<file path="config.mk">
export PLATFORM = sky130hd
export DESIGN_NAME = telemetry_frame_repacker_unit
export DESIGN_NICKNAME = d
export VERILOG_FILES = /design/src/sv/tfr_pkg.sv /design/src/sv/tfr_frame_pack.sv /design/src/sv/telemetry_frame_repacker_unit.sv
export SDC_FILE = /design/constraint.sdc
export NUM_CORES = 1
export LEC_CHECK = 0
export ABC_AREA = 1
export ABC_CLOCK_PERIOD_IN_PS = 5200
export BUFFER_PORTS_ARGS = -buffer_cell sky130_fd_sc_hd__buf_2
export CAP_MARGIN = 15
export CORE_ASPECT_RATIO = 1.75
export CORE_UTILIZATION = 25
export CTS_CLUSTER_SIZE = 40
export DETAILED_ROUTE_END_ITERATION = 12
export GPL_TIMING_DRIVEN = 0
export RECOVER_POWER = 25
export SLEW_MARGIN = 10
export SYNTH_ARGS = -nofsm -noshare
export SYNTH_HDL_FRONTEND = slang
export SYNTH_SLANG_ARGS = --single-unit
</file>
<file path="constraint.sdc">
create_clock -name clk_i -period 5.2 [get_ports clk_i]
set_input_delay 1.56 -clock clk_i [delete_from_list [all_inputs] [get_ports clk_i]]
set_output_delay 1.56 -clock clk_i [all_outputs]
set_load 0.02 [all_outputs]
</file>
<file path="src/sv/tfr_pkg.sv">
package tfr_pkg;

  localparam int unsigned BYTE_W   = 8;
  localparam int unsigned ID_W     = 11;
  localparam int unsigned TOUT_W   = 16;
  localparam int unsigned CNT_W    = 4;
  localparam int unsigned PKT_DATA = 9;
  localparam int unsigned TDATA_W  = 80;

  localparam logic [CNT_W-1:0]  PKT_DATA_CNT = 4'd9;
  localparam logic [CNT_W-1:0]  PKT_LAST_CNT = 4'd9;   // count before the tenth byte
  localparam logic [ID_W-1:0]   ID_OFFSET    = 11'h100;
  localparam logic [15:0]       VOLT_MIN     = 16'd1000;
  localparam logic [15:0]       VOLT_MAX     = 16'd4060;
  // floor(x/3) == (x*683)>>11 for x below 2048
  localparam logic [9:0]        VOLT_RECIP   = 10'd683;

  localparam logic [ID_W-1:0]   NODE_ID_RST  = 11'd518;
  localparam logic [TOUT_W-1:0] TIMEOUT_RST  = 16'd10;

  typedef enum logic [0:0] {
    CFG_NODE_ID = 1'b0,
    CFG_TIMEOUT = 1'b1
  } cfg_idx_e;

  typedef enum logic [0:0] {
    FUNC_BYTE = 1'b0,
    FUNC_TICK = 1'b1
  } item_func_e;

  typedef logic [PKT_DATA-1:0][BYTE_W-1:0] pkt_bytes_t;

  // first member lands in the top bits, so the list runs backward
  typedef struct packed {
    logic [BYTE_W-1:0] erpm_low;
    logic [BYTE_W-1:0] erpm_high;
    logic [BYTE_W-1:0] energy_low;
    logic [BYTE_W-1:0] energy_high;
    logic [BYTE_W-1:0] current_low;
    logic [BYTE_W-1:0] current_high;
    logic [BYTE_W-1:0] voltage_code;
    logic [BYTE_W-1:0] temperature;
    logic [ID_W-1:0]   frame_id;
  } frame_t;

endpackage

</file>
<file path="src/sv/tfr_frame_pack.sv">
module tfr_frame_pack import tfr_pkg::*; (
  input  logic [ID_W-1:0] node_id_i,
  input  pkt_bytes_t      bytes_i,
  output frame_t          frame_o
);

  logic [15:0] volt;
  logic [15:0] volt_diff;
  logic [9:0]  volt_quarter;
  logic [19:0] volt_prod;
  logic [7:0]  volt_code;

  always_comb begin
    volt         = {bytes_i[1], bytes_i[2]};
    volt_diff    = volt - VOLT_MIN;
    // divide by 12 as divide by 4 then by 3
    volt_quarter = volt_diff[11:2];
    volt_prod    = 20'(volt_quarter) * 20'(VOLT_RECIP);
    if (volt <= VOLT_MIN) begin
      volt_code = 8'd0;
    end else if (volt >= VOLT_MAX) begin
      volt_code = 8'hFF;
    end else begin
      volt_code = volt_prod[18:11];
    end
  end

  always_comb begin
    frame_o.frame_id     = node_id_i + ID_OFFSET;
    frame_o.temperature  = bytes_i[0];
    frame_o.voltage_code = volt_code;
    frame_o.current_high = bytes_i[3];
    frame_o.current_low  = bytes_i[4];
    frame_o.energy_high  = bytes_i[5];
    frame_o.energy_low   = bytes_i[6];
    frame_o.erpm_high    = bytes_i[7];
    frame_o.erpm_low     = bytes_i[8];
  end

endmodule

</file>
<file path="src/sv/telemetry_frame_repacker_unit.sv">
// Telemetry frame repacker.
// Slave stream: each word is a received serial byte (tuser 0, byte in tdata)
// or a millisecond tick (tuser 1). Bytes build a packet of up to ten; the
// first byte starts a tick timer. A packet closes on its tenth byte or when
// the timer reaches timeout_ticks; with at least nine bytes one frame word
// goes out on the master stream, otherwise the bytes are dropped.
// Config: cfg_we_i writes cfg_wdata_i to register cfg_addr_i
// (0 node_id, 1 timeout_ticks) at the clock edge; write only while idle.
// A taken word sits in the input register until the output register is
// free; it is then processed, and a frame that it closes is registered
// in the output register and shows on m_axis_tvalid.
// One word per cycle is accepted while the receiver is not stalling,
// set by the single update step between the input and output registers.
// When the receiver stalls, the output word holds, the input register
// fills and s_axis_tready drops after one more word.
// Reset clears the byte count, timer and both valid flags and restores
// node_id 518 and timeout_ticks 10.
module telemetry_frame_repacker_unit import tfr_pkg::*; #(
  parameter int unsigned TIMER_BITS = 16
) (
  input  logic               clk_i,
  input  logic               rst_ni,
  input  logic               s_axis_tvalid,
  output logic               s_axis_tready,
  input  logic [7:0]         s_axis_tdata,   // rx_byte
  input  logic               s_axis_tuser,   // func
  output logic               m_axis_tvalid,
  input  logic               m_axis_tready,
  // frame_id, temperature, voltage_code, current_high, current_low,
  // energy_high, energy_low, erpm_high, erpm_low, zero fill
  output logic [TDATA_W-1:0] m_axis_tdata,
  input  logic               cfg_we_i,
  input  logic [0:0]         cfg_addr_i,
  input  logic [TOUT_W-1:0]  cfg_wdata_i
);

  localparam int unsigned CMP_W = (TIMER_BITS > TOUT_W) ? TIMER_BITS : TOUT_W;
  localparam logic [TIMER_BITS-1:0] TIMER_MAX = '1;

  logic [ID_W-1:0]       node_id_q;
  logic [TOUT_W-1:0]     timeout_q;

  logic                  in_vld_q;
  logic                  in_func_q;
  logic [BYTE_W-1:0]     in_byte_q;

  logic [CNT_W-1:0]      cnt_q, cnt_d;
  logic [TIMER_BITS-1:0] elapsed_q, elapsed_d;
  logic                  active_q, active_d;
  pkt_bytes_t            bytes_q;

  logic                  out_vld_q, out_vld_d;
  frame_t                frame_q;
  frame_t                frame_c;

  logic                  proc_go;
  logic                  emit;
  logic [TIMER_BITS-1:0] elapsed_inc;
  logic [CMP_W-1:0]      elapsed_ext;
  logic [CMP_W-1:0]      timeout_ext;

  assign proc_go       = in_vld_q && (!out_vld_q || m_axis_tready);
  assign s_axis_tready = !in_vld_q || proc_go;
  assign m_axis_tvalid = out_vld_q;
  assign m_axis_tdata  = {(TDATA_W - $bits(frame_t))'(0), frame_q};

  // config registers
  always_ff @(posedge clk_i or negedge rst_ni) begin
    if (!rst_ni) begin
      node_id_q <= NODE_ID_RST;
      timeout_q <= TIMEOUT_RST;
    end else if (cfg_we_i) begin
      case (cfg_idx_e'(cfg_addr_i))
        CFG_NODE_ID: node_id_q <= cfg_wdata_i[ID_W-1:0];
        CFG_TIMEOUT: timeout_q <= cfg_wdata_i;
        default: ;
      endcase
    end
  end

  // input register
  always_ff @(posedge clk_i or negedge rst_ni) begin
    if (!rst_ni) begin
      in_vld_q <= 1'b0;
    end else if (s_axis_tready) begin
      in_vld_q <= s_axis_tvalid;
    end
  end

  always_ff @(posedge clk_i) begin
    if (s_axis_tready && s_axis_tvalid) begin
      in_func_q <= s_axis_tuser;
      in_byte_q <= s_axis_tdata;
    end
  end

  // packet state update
  always_comb begin
    elapsed_inc = (elapsed_q != TIMER_MAX) ? elapsed_q + 1'b1 : elapsed_q;
    elapsed_ext = CMP_W'(elapsed_inc);
    timeout_ext = CMP_W'(timeout_q);
    cnt_d       = cnt_q;
    elapsed_d   = elapsed_q;
    active_d    = active_q;
    emit        = 1'b0;
    if (proc_go) begin
      case (item_func_e'(in_func_q))
        FUNC_BYTE: begin
          if (cnt_q == PKT_LAST_CNT) begin
            emit      = 1'b1;
            cnt_d     = '0;
            active_d  = 1'b0;
            elapsed_d = '0;
          end else begin
            cnt_d = cnt_q + 1'b1;
            if (cnt_q == '0) begin
              active_d  = 1'b1;
              elapsed_d = '0;
            end
          end
        end
        FUNC_TICK: begin
          if (active_q) begin
            if (elapsed_ext >= timeout_ext || elapsed_inc == TIMER_MAX) begin
              emit      = (cnt_q >= PKT_DATA_CNT);
              cnt_d     = '0;
              active_d  = 1'b0;
              elapsed_d = '0;
            end else begin
              elapsed_d = elapsed_inc;
            end
          end
        end
        default: ;
      endcase
    end
  end

  always_ff @(posedge clk_i or negedge rst_ni) begin
    if (!rst_ni) begin
      cnt_q     <= '0;
      elapsed_q <= '0;
      active_q  <= 1'b0;
    end else begin
      cnt_q     <= cnt_d;
      elapsed_q <= elapsed_d;
      active_q  <= active_d;
    end
  end

  // packet byte store, only entries below nine are kept
  always_ff @(posedge clk_i) begin
    if (proc_go && in_func_q == FUNC_BYTE && cnt_q < PKT_DATA_CNT) begin
      bytes_q[cnt_q] <= in_byte_q;
    end
  end

  tfr_frame_pack u_frame_pack (
    .node_id_i (node_id_q),
    .bytes_i   (bytes_q),
    .frame_o   (frame_c)
  );

  // output register
  always_comb begin
    if (proc_go) begin
      out_vld_d = emit;
    end else if (m_axis_tready) begin
      out_vld_d = 1'b0;
    end else begin
      out_vld_d = out_vld_q;
    end
  end

  always_ff @(posedge clk_i or negedge rst_ni) begin
    if (!rst_ni) begin
      out_vld_q <= 1'b0;
    end else begin
      out_vld_q <= out_vld_d;
    end
  end

  always_ff @(posedge clk_i) begin
    if (emit) begin
      frame_q <= frame_c;
    end
  end

`ifndef ASSERT_OFF
  a_cnt_range: assert property (@(posedge clk_i) disable iff (!rst_ni)
    cnt_q <= PKT_LAST_CNT)
    else $error("byte count out of range");

  a_idle_clear: assert property (@(posedge clk_i) disable iff (!rst_ni)
    !active_q |-> (cnt_q == '0 && elapsed_q == '0))
    else $error("idle with packet state left over");

  a_active_cnt: assert property (@(posedge clk_i) disable iff (!rst_ni)
    active_q |-> cnt_q != '0)
    else $error("timer running with empty packet");

  a_emit_full: assert property (@(posedge clk_i) disable iff (!rst_ni)
    emit |-> cnt_q == PKT_DATA_CNT)
    else $error("frame built from a short packet");
`endif

endmodule
</file>
-- Word level (Yosys, flattened, before mapping)
Index checks and enable logic that the tools add are counted.
- bitwise operators: 2
- multiply operators: 1
- mux-type cells: 26
- $lt $le $gt $ge: 7
- $add $sub $neg: 4
- reduce and logical (&&, ||, !) cells: 17
- eq/ne operators: 6
- operator list (cell ; count):
    two-way mux 16 bit ; 5
    bitwise mux 72 bit ; 1
    demux 8 bit (select 4 bit) ; 1
    case mux 16 bit (2 select lines) ; 1
    multiplier 10 x 10 -> 19 bit, second input constant ; 1
    adder 16 x 1 -> 16 bit, second input constant ; 1
    == test 16 bit, second input constant ; 1
    >= comparator 16 x 12 -> 1 bit, second input constant ; 1
    >= comparator 16 bit ; 1
    less-or-equal comparator 16 x 10 -> 1 bit, second input constant ; 1
    two-way mux 8 bit ; 2
    != test 16 bit, second input constant ; 1
    two-way mux 4 bit ; 3
    subtractor 12 x 10 -> 12 bit, second input constant ; 1
    adder 11 x 9 -> 11 bit, second input constant ; 1
    two-way mux 1 bit ; 10
    case mux 4 bit (2 select lines) ; 1
    AND reduction 2 bit ; 3
    AND reduction 3 bit ; 2
    logical AND 1 bit ; 5
    less-than comparator 4 x 5 -> 1 bit, second input constant ; 1
    adder 4 x 1 -> 4 bit, second input constant ; 1
    == test 4 bit, second input constant ; 1
    >= comparator 4 x 1 -> 1 bit, second input constant ; 1
    other kinds (10) ; 16
- input bits: 31
- word-level logic and storage cells: 90
- output and inout bits: 82
- flip-flop bits (word level): 206

-- Depth between registers and ports, before layout
Gate-level depths: netlist of the first run.
- word-level depth: 9
- depth in mapped cells: 27
- depth with buffers taken out: 27

-- Hierarchy
From an unflattened synthesis of the first run, not the netlist that was laid out.
- cells, all modules: 976
- area total of the unflattened synthesis: 10602.7 sq um
- by module, submodules not included (module ; instances ; seq. area each (sq um) ; area each (sq um) ; cells each):
    telemetry_frame_repacker_unit ; 1 ; 5941.9 ; 7873.8 ; 597
    tfr_frame_pack ; 1 ; 0.0 ; 2728.9 ; 379

-- Least setup slack after synthesis of the first run
OpenSTA, ideal clock, no wires.
- path type: reg2reg
- start point: register bytes_q[19] (netlist name)
- end point: register frame_q (netlist bit m_axis_tdata[26]) (data pin)
- setup slack: 0.218 ns
- buffers on the path: 0
- period minus slack after synthesis: 4.982 ns
- stages on the path, launching flop included: 28
- data arrival time: 4.727 ns
- path through: edfxtp_1 -> inv_1 -> ha_1 -> nor2_1 -> nand2_1 -> nand2_1 -> xor2_1 -> inv_1 -> ha_1 -> ha_1 -> inv_1 -> fa_1 -> inv_1 -> fa_1 -> ha_1 -> ha_1 -> nand2_1 -> inv_1 -> a21boi_0 -> nand3_1 -> nand2_1 -> nand2_1 -> nand2_1 -> nand2_1 -> nand2_1 -> nand2_1 -> o21ai_0 -> inv_1
- cells in the longest elaborated chain, start to end: 3
- ends and longest elaborated chain (element ; line ; RTL):
    from (decl) ; telemetry_frame_repacker_unit.sv:50 ; pkt_bytes_t bytes_q;
    from (signal, indexed assignment) ; telemetry_frame_repacker_unit.sv:154 ; bytes_q[cnt_q] <= in_byte_q;
    subtractor 12 x 10 -> 12 bit ; tfr_frame_pack.sv:15 ; volt_diff = volt - VOLT_MIN;
    multiplier 10 x 10 -> 19 bit ; tfr_frame_pack.sv:18 ; volt_prod = 20'(volt_quarter) * 20'(VOLT_RECIP);
    two-way mux 8 bit ; tfr_frame_pack.sv:21 ; end else if (volt >= VOLT_MAX) begin
    to (signal assigned) ; telemetry_frame_repacker_unit.sv:185 ; frame_q <= frame_c;
    to (decl) ; telemetry_frame_repacker_unit.sv:53 ; frame_t frame_q;
Several ways; a longest one is shown, not always the timed one.
A chain may end at the register's enable or synchronous reset.

-- Final worst setup path of the first run
Ends and elaborated chain as after synthesis.

==> results.cfg, run 1 <==
[layout]
stdcell_count = 1534
fin_util = 0.312
n_fill_cell = 3980
fin_nets = 1156
layout-drive-gt1-share = 0.219
fin_area_um2 = 12200
n_antenna_cell = 0
area_growth_pct = 23.4

[detailed_routing]
first_pass_iters = 8
drc = 7
wirelength_um = 23400
avgViaCountPerCell = 4.31
drt_iter0_markers = 273
wl_per_cell_um = 15.3
vias = 6613
final_antenna_net_count = 0

[placed_design]
dp_hpwl_um = 17700
place_inst = 1477
port_buffers = 107
gp_congestion = 0.886
placed_area_um2 = 11100

[clock_network]
cts.sinks = 206
hold_buffers = 0
clock_tree.root_cell = clkbuf_16
clkLatencyLatePin_ns = 0.53
h-tree-depth = 1
cts_tree = done
cts_made_buffers = 21
clk_pin_slew_worst_paths_ns = 0.06
clock_path_buffers = 3

[synthesis]
synth-seq-cells = 206
synth_cells = 873
yosysMostFrequentCell = nand2_1
synth_top_area_cell = edfxtp_1
synth-edff-count = 156
netlist_area_um2 = 9890
synthTopCellsByArea = edfxtp_1 47%, dfrtp_1 11%, ha_1 9.6%
yosysTopAreaCellShare = 0.474
synthDistinctLibCells = 44
synth-main-ff-cell = edfxtp_1
ys_async_sr_fraction = 0.243
synthTopCellsByCount = 172 x nand2_1, 156 x edfxtp_1, 130 x inv_1, 76 x ha_1, 59 x nor2_1
ys_warn_count = 0
seq_area_frac_synth = 0.601
syn_area_per_cell_um2 = 11.3

[sta]
setup_tns_ns = 0
whs_ns = 0.418
min_period_ns = 5.00
final_hold_viol_count = 0
timing.slew.headroom = 0.234
setup_viol = 0
fmax_mhz = 200
drv_slew = 0
skew_ns = 0.0175
finalCritPeriodShare = 0.962
worst_pin_slew_ns = 1.14

[worst_hold_path]
min_path_cells = 0
holdCritPathClass = reg2reg
min_to = m_axis_tdata[14]
worstHoldStart = bytes_q[3]

[power]
p_comb_frac = 0.406
p_per_area_nw_per_um2 = 474
peakVddDrop_mv = 0.252
p_seq_frac = 0.340
internal-power_w = 0.00366
p_sw_w = 0.00213
clkPwrFrac = 0.254
p_leak_nw = 5.17
swShare = 0.368

[setup_path]
worst_r2r_path_depth = 23
critPathKind = reg2reg
worstPathRequired_ns = 5.47
cp_max_fo = 5
timing.rr.start = bytes_q[19]
arrival_ns = 5.27
ff2ff_setup_slack_ns = 0.20
setup.worst_path.end_class = register
r2r_end = m_axis_tdata[26]
start_kind = register

[floorplanning]
start_util = 0.253
io_pins = 113
die_w_um = 152
fp.dieH_um = 265
rows = 96
dieArea_um2 = 40400
core_region_area_um2 = 39200

[outcome]
violations = DRC
status = finished with violations

[grt]
grt_pass1_vias = 6881
antenna_found_initial = 0
grt_pass1_wl_um = 35800
grt_max_degree = 48
overflow = 0
grt.total_usage = 0.116

[flow_run]
drv_cap = 0
## cell usage in the layout (no fill, tap or decap), types with 6 or more instances in the layout
master,n
a21oi_1,27
buf_2,109
buf_4,24
clkbuf_1,11
clkbuf_16,21
dfrtp_1,45
edfxtp_1,156
fa_1,20
ha_1,67
ha_4,8
inv_1,126
nand2_1,167
nand2_2,6
nand3_1,29
nand4_1,9
nor2_1,55
nor3_1,7
o21ai_0,39
o21ai_1,7
o22ai_1,13
xor2_1,9
## power by group through the flow
stage | sequential [W] | clock (W) | combinational [W]
2_1_floorplan | 0.00200 | 0 | 0.00137
3_3_place_gp | 0.00200 | 0 | 0.00183
3_5_place_dp | 0.00200 | 0 | 0.00186
4_1_cts | 0.00197 | 0.00152 | 0.00195
5_1_grt | 0.00198 | 0.00158 | 0.00263
6_report | 0.00197 | 0.00147 | 0.00235
## logic make-up (layout without fill, tap and decap cells)
| group | count (synthesis) | after routing | share of synthesized area |
|---|---|---|---|
| simple gates | 300 | 300 | 0.129 |
| flops | 206 | 206 | 0.601 |
| buf+inv | 149 | 316 | 0.0605 |
| compound gates | 104 | 104 | 0.0582 |
| fa+ha+maj | 96 | 96 | 0.137 |
| xor+xnor | 17 | 17 | 0.0151 |
| other cells | 1 | 5 | 0.000379 |
## metal layers
metal | routed length (µm) | share of wire | vias to the layer above | GRT usage
li1 | - | - | 3247 | -
met1 | 7760 | 0.33 | 3186 | 0.102
met2 | 13800 | 0.59 | 125 | 0.246
met3 | 775 | 0.033 | 55 | 0.0166
met4 | 1030 | 0.044 | 0 | 0.0582
met5 | 0 | 0 | - | 0
## critical path, cell delays in order (launching register included)
cell	delay, ns
edfxtp_1	0.40
buf_4	0.17
o21ai_4	0.22
xor2_2	0.26
buf_4	0.16
ha_1	0.24
inv_1	0.12
fa_1	0.44
fa_1	0.52
inv_1	0.05
fa_1	0.45
ha_1	0.34
ha_4	0.28
a21oi_1	0.16
a21boi_4	0.22
nand3_4	0.11
nand2_2	0.09
nand2_1	0.08
nand2_1	0.07
nand2_1	0.06
nand2_1	0.07
nand2_1	0.05
o21ai_1	0.15
inv_1	0.05
## sequential cells by signal, summed over array words and instances, names as in the netlist
signal and flops:
m_axis_tdata 75, bytes_q 72, elapsed_q 16, timeout_ext 16, node_id_q 11, in_byte_q 8, cnt_q 4, active_q 1
in_func_q 1, in_vld_q 1, m_axis_tvalid 1
## stage by stage
step                setup WS [ns]  total power, W
finish                      0.200         0.00579
global route              -0.0165         0.00619
CTS                        0.0446         0.00544
detailed placement         -0.724         0.00386
global placement           -0.725         0.00383
floorplan                   0.218         0.00337
## area by class of cell
class                   count  area [µm²]  area share
plain buffers              17         103     0.00841
clock buffers              25         541      0.0443
clock inverters            13         110     0.00902
inverters                 132         498      0.0408
multi-input cells         522        3660       0.300
flip-flops and latches    206        5940       0.487
well taps                 490         613      0.0502
repair buffers            129         734      0.0602
## timing repair
action / CTS / global route
cloned: 0 / 0
buffers inserted: 9 / 8
gates resized for setup: 21 / 30
setup endpoints to repair: 8 / 7
pin swaps: 9 / 9
## worst max-delay path by stage
stage | slack, ns | depth (start not counted) | to | from
detailed placement | -0.72 | 26 | m_axis_tdata[26] | bytes_q[19]
global route | -0.02 | 26 | m_axis_tdata[24] | bytes_q[20]
CTS | 0.04 | 26 | m_axis_tdata[24] | bytes_q[19]
global placement | -0.73 | 26 | m_axis_tdata[26] | bytes_q[19]
finish | 0.20 | 23 | m_axis_tdata[26] | bytes_q[19]
floorplan | 0.22 | 27 | m_axis_tdata[26] | bytes_q[19]
(Power assumes the default switching activity.)
==> run 2, diff against run 1 <==
--- a/config.mk
+++ b/config.mk
@@ -8,3 +8,3 @@
 export ABC_AREA = 1
-export ABC_CLOCK_PERIOD_IN_PS = 5200
+export ABC_CLOCK_PERIOD_IN_PS = 4570
 export BUFFER_PORTS_ARGS = -buffer_cell sky130_fd_sc_hd__buf_2
==> constraint.sdc (replaced) <==
create_clock -name clk_i -period 4.57 [get_ports clk_i]
set_input_delay 0.2285 -clock clk_i [delete_from_list [all_inputs] [get_ports clk_i]]
set_output_delay 0.2285 -clock clk_i [all_outputs]
set_load 0.02 [all_outputs]
==> run 2 against run 1 <==
The run ends with DRC, capacitance limit, slew limit, setup timing left; clock skew decreased by 0.0054 ns; worst setup slack worse by 0.45 ns; cell area up 4.7%; sequential share of layout area fell by 2.2 points; die area unchanged; hold slack lost 0.41 ns; routed wire length is 1.1% higher; register-to-register slack got worse by 0.45 ns; clock power up 14%; sequential cell count stayed put; critical path type unchanged; critical endpoint unchanged.
==> results.cfg, run 2 (synthesis results as in run 1) <==
[sta]
setup_viol = 8
finalCritPeriodShare = 1.06
skew_ns = 0.0121
min_period_ns = 4.82
drv_slew = 51
timing.slew.headroom = -0.865
setup_ws_ns = -0.253
worst_pin_slew_ns = 2.80
rsz0062_at_grt = true
final_hold_viol_count = 0
fmax_mhz = 207

[layout]
n_antenna_cell = 0
area_growth_pct = 29.2
fin_nets = 1185
layout_commonest_cell = nand2_1
multi_input_area_um2 = 3950
largest_reg_flops = 75
regArea_um2 = 5940
layout-drive-gt1-share = 0.262
mostFrequentLayoutCells = 161 x nand2_1, 156 x edfxtp_1, 116 x inv_1
fin_util = 0.326
n_fill_cell = 3951
fin_area_um2 = 12800

[grt]
use_met3 = 0.0171
grt_pass1_wl_um = 37000
grt.busiest_layer = met2
met1_usage = 0.107
antenna_found_initial = 0
overflow = 0
grtUsageMet2 = 0.253
grt_pass1_vias = 7054
grt_max_degree = 51
grt.total_usage = 0.119

[power]
p_per_area_nw_per_um2 = 563
p_leak_nw = 5.34
power.total_w = 0.00719
peakVddDrop_mv = 0.383

[placed_design]
port_buffers = 107
placed_area_um2 = 11200
dp_hpwl_um = 17600
gp_congestion = 0.891

[floorplanning]
core_region_area_um2 = 39200
dieArea_um2 = 40400
die_w_um = 152
rows = 96
io_pins = 113
fp.dieH_um = 265
start_util = 0.253

[detailed_routing]
final_antenna_net_count = 0
wirelength_um = 23700
drt_iter0_markers = 297
vias = 6791
first_pass_iters = 8
wl_per_cell_um = 15.2
avgViaCountPerCell = 4.34
drc = 7

[outcome]
violations = DRC, capacitance limit, slew limit, setup timing
status = finished with violations

[setup_path]
worstPathRequired_ns = 4.83
setup.worst_path.end_class = register
ff2ff_setup_slack_ns = -0.25
arrival_ns = 5.09
cp_max_fo = 3
start_kind = register
critPathKind = reg2reg

[clock_network]
cts_tree = done
h-tree-depth = 1
clock_path_buffers = 3
clk_pin_slew_worst_paths_ns = 0.07
clkLatencyLatePin_ns = 0.51
cts.sinks = 206
clock_tree.root_cell = clkbuf_16
cts_made_buffers = 21

[worst_hold_path]
holdCritPathClass = in2reg

[flow_run]
drv_cap = 1
==> run 2: final timing paths <==
path,from,to,cells after the start
max,bytes_q[19],m_axis_tdata[26],26
min,cfg_wdata_i[7],node_id_q[7],3
max reg2reg,bytes_q[19],m_axis_tdata[26],26
min reg2reg,bytes_q[7],m_axis_tdata[18],0
max in group asynchronous,rst_ni,node_id_q[8],2
min in group asynchronous,rst_ni,timeout_ext[14],2
==> run 2: power by group <==
group / switching [W] / internal, W
Clock: 0.000752 / 0.000920
Combinational: 0.00181 / 0.00147
Sequential: 0.0000880 / 0.00215
==> run 2: metal layers <==
| layer | part of all wire | wire [µm] | up-vias |
|---|---|---|---|
| li1 | - | - | 3305 |
| met1 | 0.33 | 7770 | 3289 |
| met2 | 0.60 | 14100 | 137 |
| met3 | 0.035 | 830 | 60 |
| met4 | 0.041 | 963 | 0 |
| met5 | 0 | 0 | - |
==> run 2: layout make-up <==
class	count	share of cell area
inverters	132	0.0390
clock buffers	24	0.0420
clock inverters	14	0.00930
repair buffers	158	0.0793
multi-input cells	522	0.309
flip-flops and latches	206	0.465
plain buffers	17	0.00803
well taps	490	0.0480
==> run 2: timing repair <==
| item | in CTS | in global routing |
|---|---|---|
| cloned | 0 | 0 |
| hold endpoints to repair | 62 | 0 |
| pin swaps | 30 | 34 |
| hold buffers | 23 | 0 |
| buffers inserted | 17 | 8 |
| setup endpoints to repair | 8 | 8 |
| resized for setup | 56 | 40 |
==> run 2: per-stage QoR <==
step / worst slack [ns] / hold WS, ns / setup TNS [ns] / instances
6_report: -0.253 / 0.0119 / -1.27 / 1563
5_1_grt: -0.521 / 0.0163 / -2.94 / 1563
3_3_place_gp: -0.828 / 0.401 / -64.39 / 1474
2_1_floorplan: -0.0436 / -0.0671 / -0.0874 / 877
3_5_place_dp: -0.718 / 0.405 / -3.90 / 1476
4_1_cts: -0.204 / 0.00511 / -0.823 / 1554
==> run 2: critical path: stages, from the launching register on <==
cell and delay [ns]:
edfxtp_1 0.40, inv_2 0.07, ha_4 0.18, nor2_4 0.12, nand2_4 0.08, o31ai_4 0.24, nand2_2 0.10, inv_2 0.09
ha_4 0.21, ha_4 0.24, fa_2 0.49, fa_1 0.50, inv_1 0.05, fa_2 0.52, inv_2 0.05, ha_4 0.16
a21o_1 0.19, a21boi_2 0.19, nand3_4 0.10, nand2_2 0.09, nand2_2 0.07, nand2_1 0.07, nand2_1 0.06, nand2_1 0.06
nand2_1 0.06, o21ai_2 0.16, inv_1 0.05
==> run 3, diff against run 2 <==
- CTS_BUF_LIST: not set -> sky130_fd_sc_hd__clkbuf_8
- SYNTH_HIERARCHICAL: not set -> 1
==> run 3 against run 2 <==
The run ends with capacitance limit, slew limit, setup timing left; first-iteration DRC count rose by 3.4%; core utilization fell by 0.44 points; clock skew rose by 0.035 ns; cell count rose by 12%; via count rose by 7.5%; critical endpoint is now m_axis_tdata[26].
==> results.cfg, run 3 <==
[synthesis]
syn_area_per_cell_um2 = 10.9
synthTopCellsByCount = 199 x nand2_1, 156 x edfxtp_1, 125 x inv_1, 76 x ha_1, 70 x buf_4
yosysMostFrequentCell = nand2_1
synthDistinctLibCells = 45
yosys.area_share.simple = 0.148
seq_area_frac_synth = 0.560
synth_cells = 976
synth_top_area_cell = edfxtp_1
yosysTopAreaCellShare = 0.442
synth_top_family_by_area = simple AND/OR/NAND/NOR gates
muxShareOfSynthArea = 0
synth_xor_area_frac = 0.0123
synthTopCellsByArea = edfxtp_1 44%, dfrtp_1 11%, ha_1 9.0%
netlist_area_um2 = 10600
synth-edff-count = 156
synth_compound_area_frac = 0.0503
synth_adder_area_share = 0.127
synth-seq-cells = 206
ys_warn_count = 6
synth-main-ff-cell = edfxtp_1
ys_async_sr_fraction = 0.243

[power]
clkPwrFrac = 0.255
internal-power_w = 0.00426
p_seq_frac = 0.334
peakVddDrop_mv = 0.275
p_per_area_nw_per_um2 = 501
swShare = 0.368
p_leak_nw = 5.83
p_comb_frac = 0.411
p_sw_w = 0.00248

[setup_path]
r2r_end = m_axis_tdata[26]
setup.worst_path.start = bytes_q[19]
worstPathRequired_ns = 4.90
worst_r2r_path_depth = 27
arrival_ns = 5.25
timing.rr.start = bytes_q[19]
critPathKind = reg2reg
setup.worst_path.end_class = register
cp_max_fo = 4
ff2ff_setup_slack_ns = -0.36
start_kind = register

[placed_design]
port_buffers = 107
gp_congestion = 0.924
place_inst = 1648
placed_area_um2 = 12000
dp_hpwl_um = 19100

[clock_network]
clock_tree.root_cell = clkbuf_8
clkLatencyLatePin_ns = 0.62
clock_path_buffers = 3
h-tree-depth = 1
cts_made_buffers = 31
cts.sinks = 206
cts_tree = done
clk_pin_slew_worst_paths_ns = 0.07

[flow_run]
drv_cap = 1

[sta]
setup_ws_ns = -0.356
rsz0062_at_grt = true
setup_viol = 8
skew_ns = 0.0473
worst_pin_slew_ns = 2.80
timing.slew.headroom = -0.867
min_period_ns = 4.93
final_hold_viol_count = 0
fmax_mhz = 203
setup_tns_ns = -1.97
finalCritPeriodShare = 1.08
drv_slew = 51

[worst_hold_path]
worstHoldStart = s_axis_tdata[0]
holdCritPathClass = in2reg
min_to = in_byte_q[0]
min_path_cells = 2

[floorplanning]
fp.dieH_um = 274
core_region_area_um2 = 41700
rows = 99
io_pins = 113
start_util = 0.254
dieArea_um2 = 43300
die_w_um = 158

[grt]
grt_pass1_vias = 7515
grt_pass1_wl_um = 38700
antenna_found_initial = 0
overflow = 0
grt.total_usage = 0.118
grt_max_degree = 51

[detailed_routing]
drt_iter0_markers = 307
first_pass_iters = 5
drc = 0
wl_per_cell_um = 14.5
final_antenna_net_count = 0
wirelength_um = 25500
vias = 7302
avgViaCountPerCell = 4.16

[layout]
n_antenna_cell = 0
regArea_um2 = 5940
largest_reg_flops = 75
layout_commonest_cell = nand2_1
multi_input_area_um2 = 3940
n_fill_cell = 4256
fin_nets = 1306
fin_area_um2 = 13400
area_growth_pct = 26.7
mostFrequentLayoutCells = 192 x nand2_1, 156 x edfxtp_1, 121 x inv_1
layout-drive-gt1-share = 0.286
stdcell_count = 1755

[outcome]
status = finished with violations
violations = capacitance limit, slew limit, setup timing
run 3: cell types whose count changed in the layout (fill, tap and decap cells not counted), moves of 11 or more:
cell and delta:
clkbuf_16 -21, nand2_1 +31, clkbuf_4 +59, clkbuf_8 +34, dlygate4sd3_1 +11
run 3: layout make-up:
type / count / area share
Timing Repair Buffer: 166 / 0.0807
Inverter: 132 / 0.0372
Tap cell: 555 / 0.0517
Clock inverter: 20 / 0.0170
Sequential cell: 206 / 0.442
Multi-Input combinational cell: 564 / 0.293
Buffer: 78 / 0.0430
Clock buffer: 34 / 0.0348
run 3: metal layers:
| metal | track usage | vias to the layer above | wire length [µm] |
|---|---|---|---|
| met5 | 0 | - | 0 |
| met4 | 0.0457 | 0 | 697 |
| met3 | 0.0163 | 46 | 705 |
| met2 | 0.255 | 126 | 15400 |
| met1 | 0.104 | 3545 | 8700 |
| li1 | - | 3585 | - |
run 3: cell families (layout without fill, tap and decap cells):
| group | Yosys count | in the layout |
|---|---|---|
| AND/OR/NAND/NOR | 353 | 353 |
| buffers and inverters | 210 | 430 |
| flip-flops | 206 | 206 |
| adder cells (fa/ha/maj) | 96 | 96 |
| AO/OA/AOI/OAI | 96 | 96 |
| XOR/XNOR | 14 | 14 |
| other | 1 | 5 |
run 3: how the worst max path moves through the flow:
stage / end / slack [ns]
finish: m_axis_tdata[26] / -0.36
global route: m_axis_tdata[26] / -0.53
CTS: m_axis_tdata[26] / -0.23
detailed placement: m_axis_tdata[26] / -0.74
global placement: m_axis_tdata[22] / -0.98
floorplan: m_axis_tdata[26] / -0.04
run 3: per-stage QoR:
stage	hold slack, ns	power (W)	utilization	setup WS (ns)
2_1_floorplan	-0.0671	0.00391	-	-0.0352
3_3_place_gp	0.407	0.00447	0.285	-0.978
3_5_place_dp	0.407	0.00450	0.288	-0.739
4_1_cts	0.263	0.00652	0.317	-0.229
5_1_grt	0.294	0.00720	0.322	-0.529
6_report	0.311	0.00673	0.322	-0.356
run 3: repair_timing:
item,CTS,global route
endpoints found under the hold margin,83,0
buffers inserted,10,9
hold buffers,34,0
setup endpoints to repair,8,8
resized for setup,24,22
pin swaps,10,17
run 3: critical path: stages (launching register included):
cell	delay [ns]
edfxtp_1	0.39
inv_4	0.07
ha_4	0.18
nor2_4	0.10
nand2_2	0.08
nor3_4	0.20
xor2_2	0.18
buf_4	0.16
ha_4	0.20
ha_4	0.26
inv_2	0.03
fa_1	0.50
inv_2	0.04
fa_1	0.50
inv_1	0.05
fa_1	0.51
inv_2	0.05
ha_4	0.29
nand2_4	0.05
inv_2	0.04
and3_1	0.14
nand2_1	0.06
nand2_2	0.07
nand2_2	0.07
nand3_1	0.07
nand2_1	0.06
nor2_2	0.20
nor2_1	0.07
run 3: power groups by stage:
stage	combinational (W)	clock, W	sequential, W
2_1_floorplan	0.00162	0	0.00229
3_3_place_gp	0.00218	0	0.00229
3_5_place_dp	0.00221	0	0.00229
4_1_cts	0.00248	0.00178	0.00225
5_1_grt	0.00308	0.00185	0.00226
6_report	0.00277	0.00172	0.00225
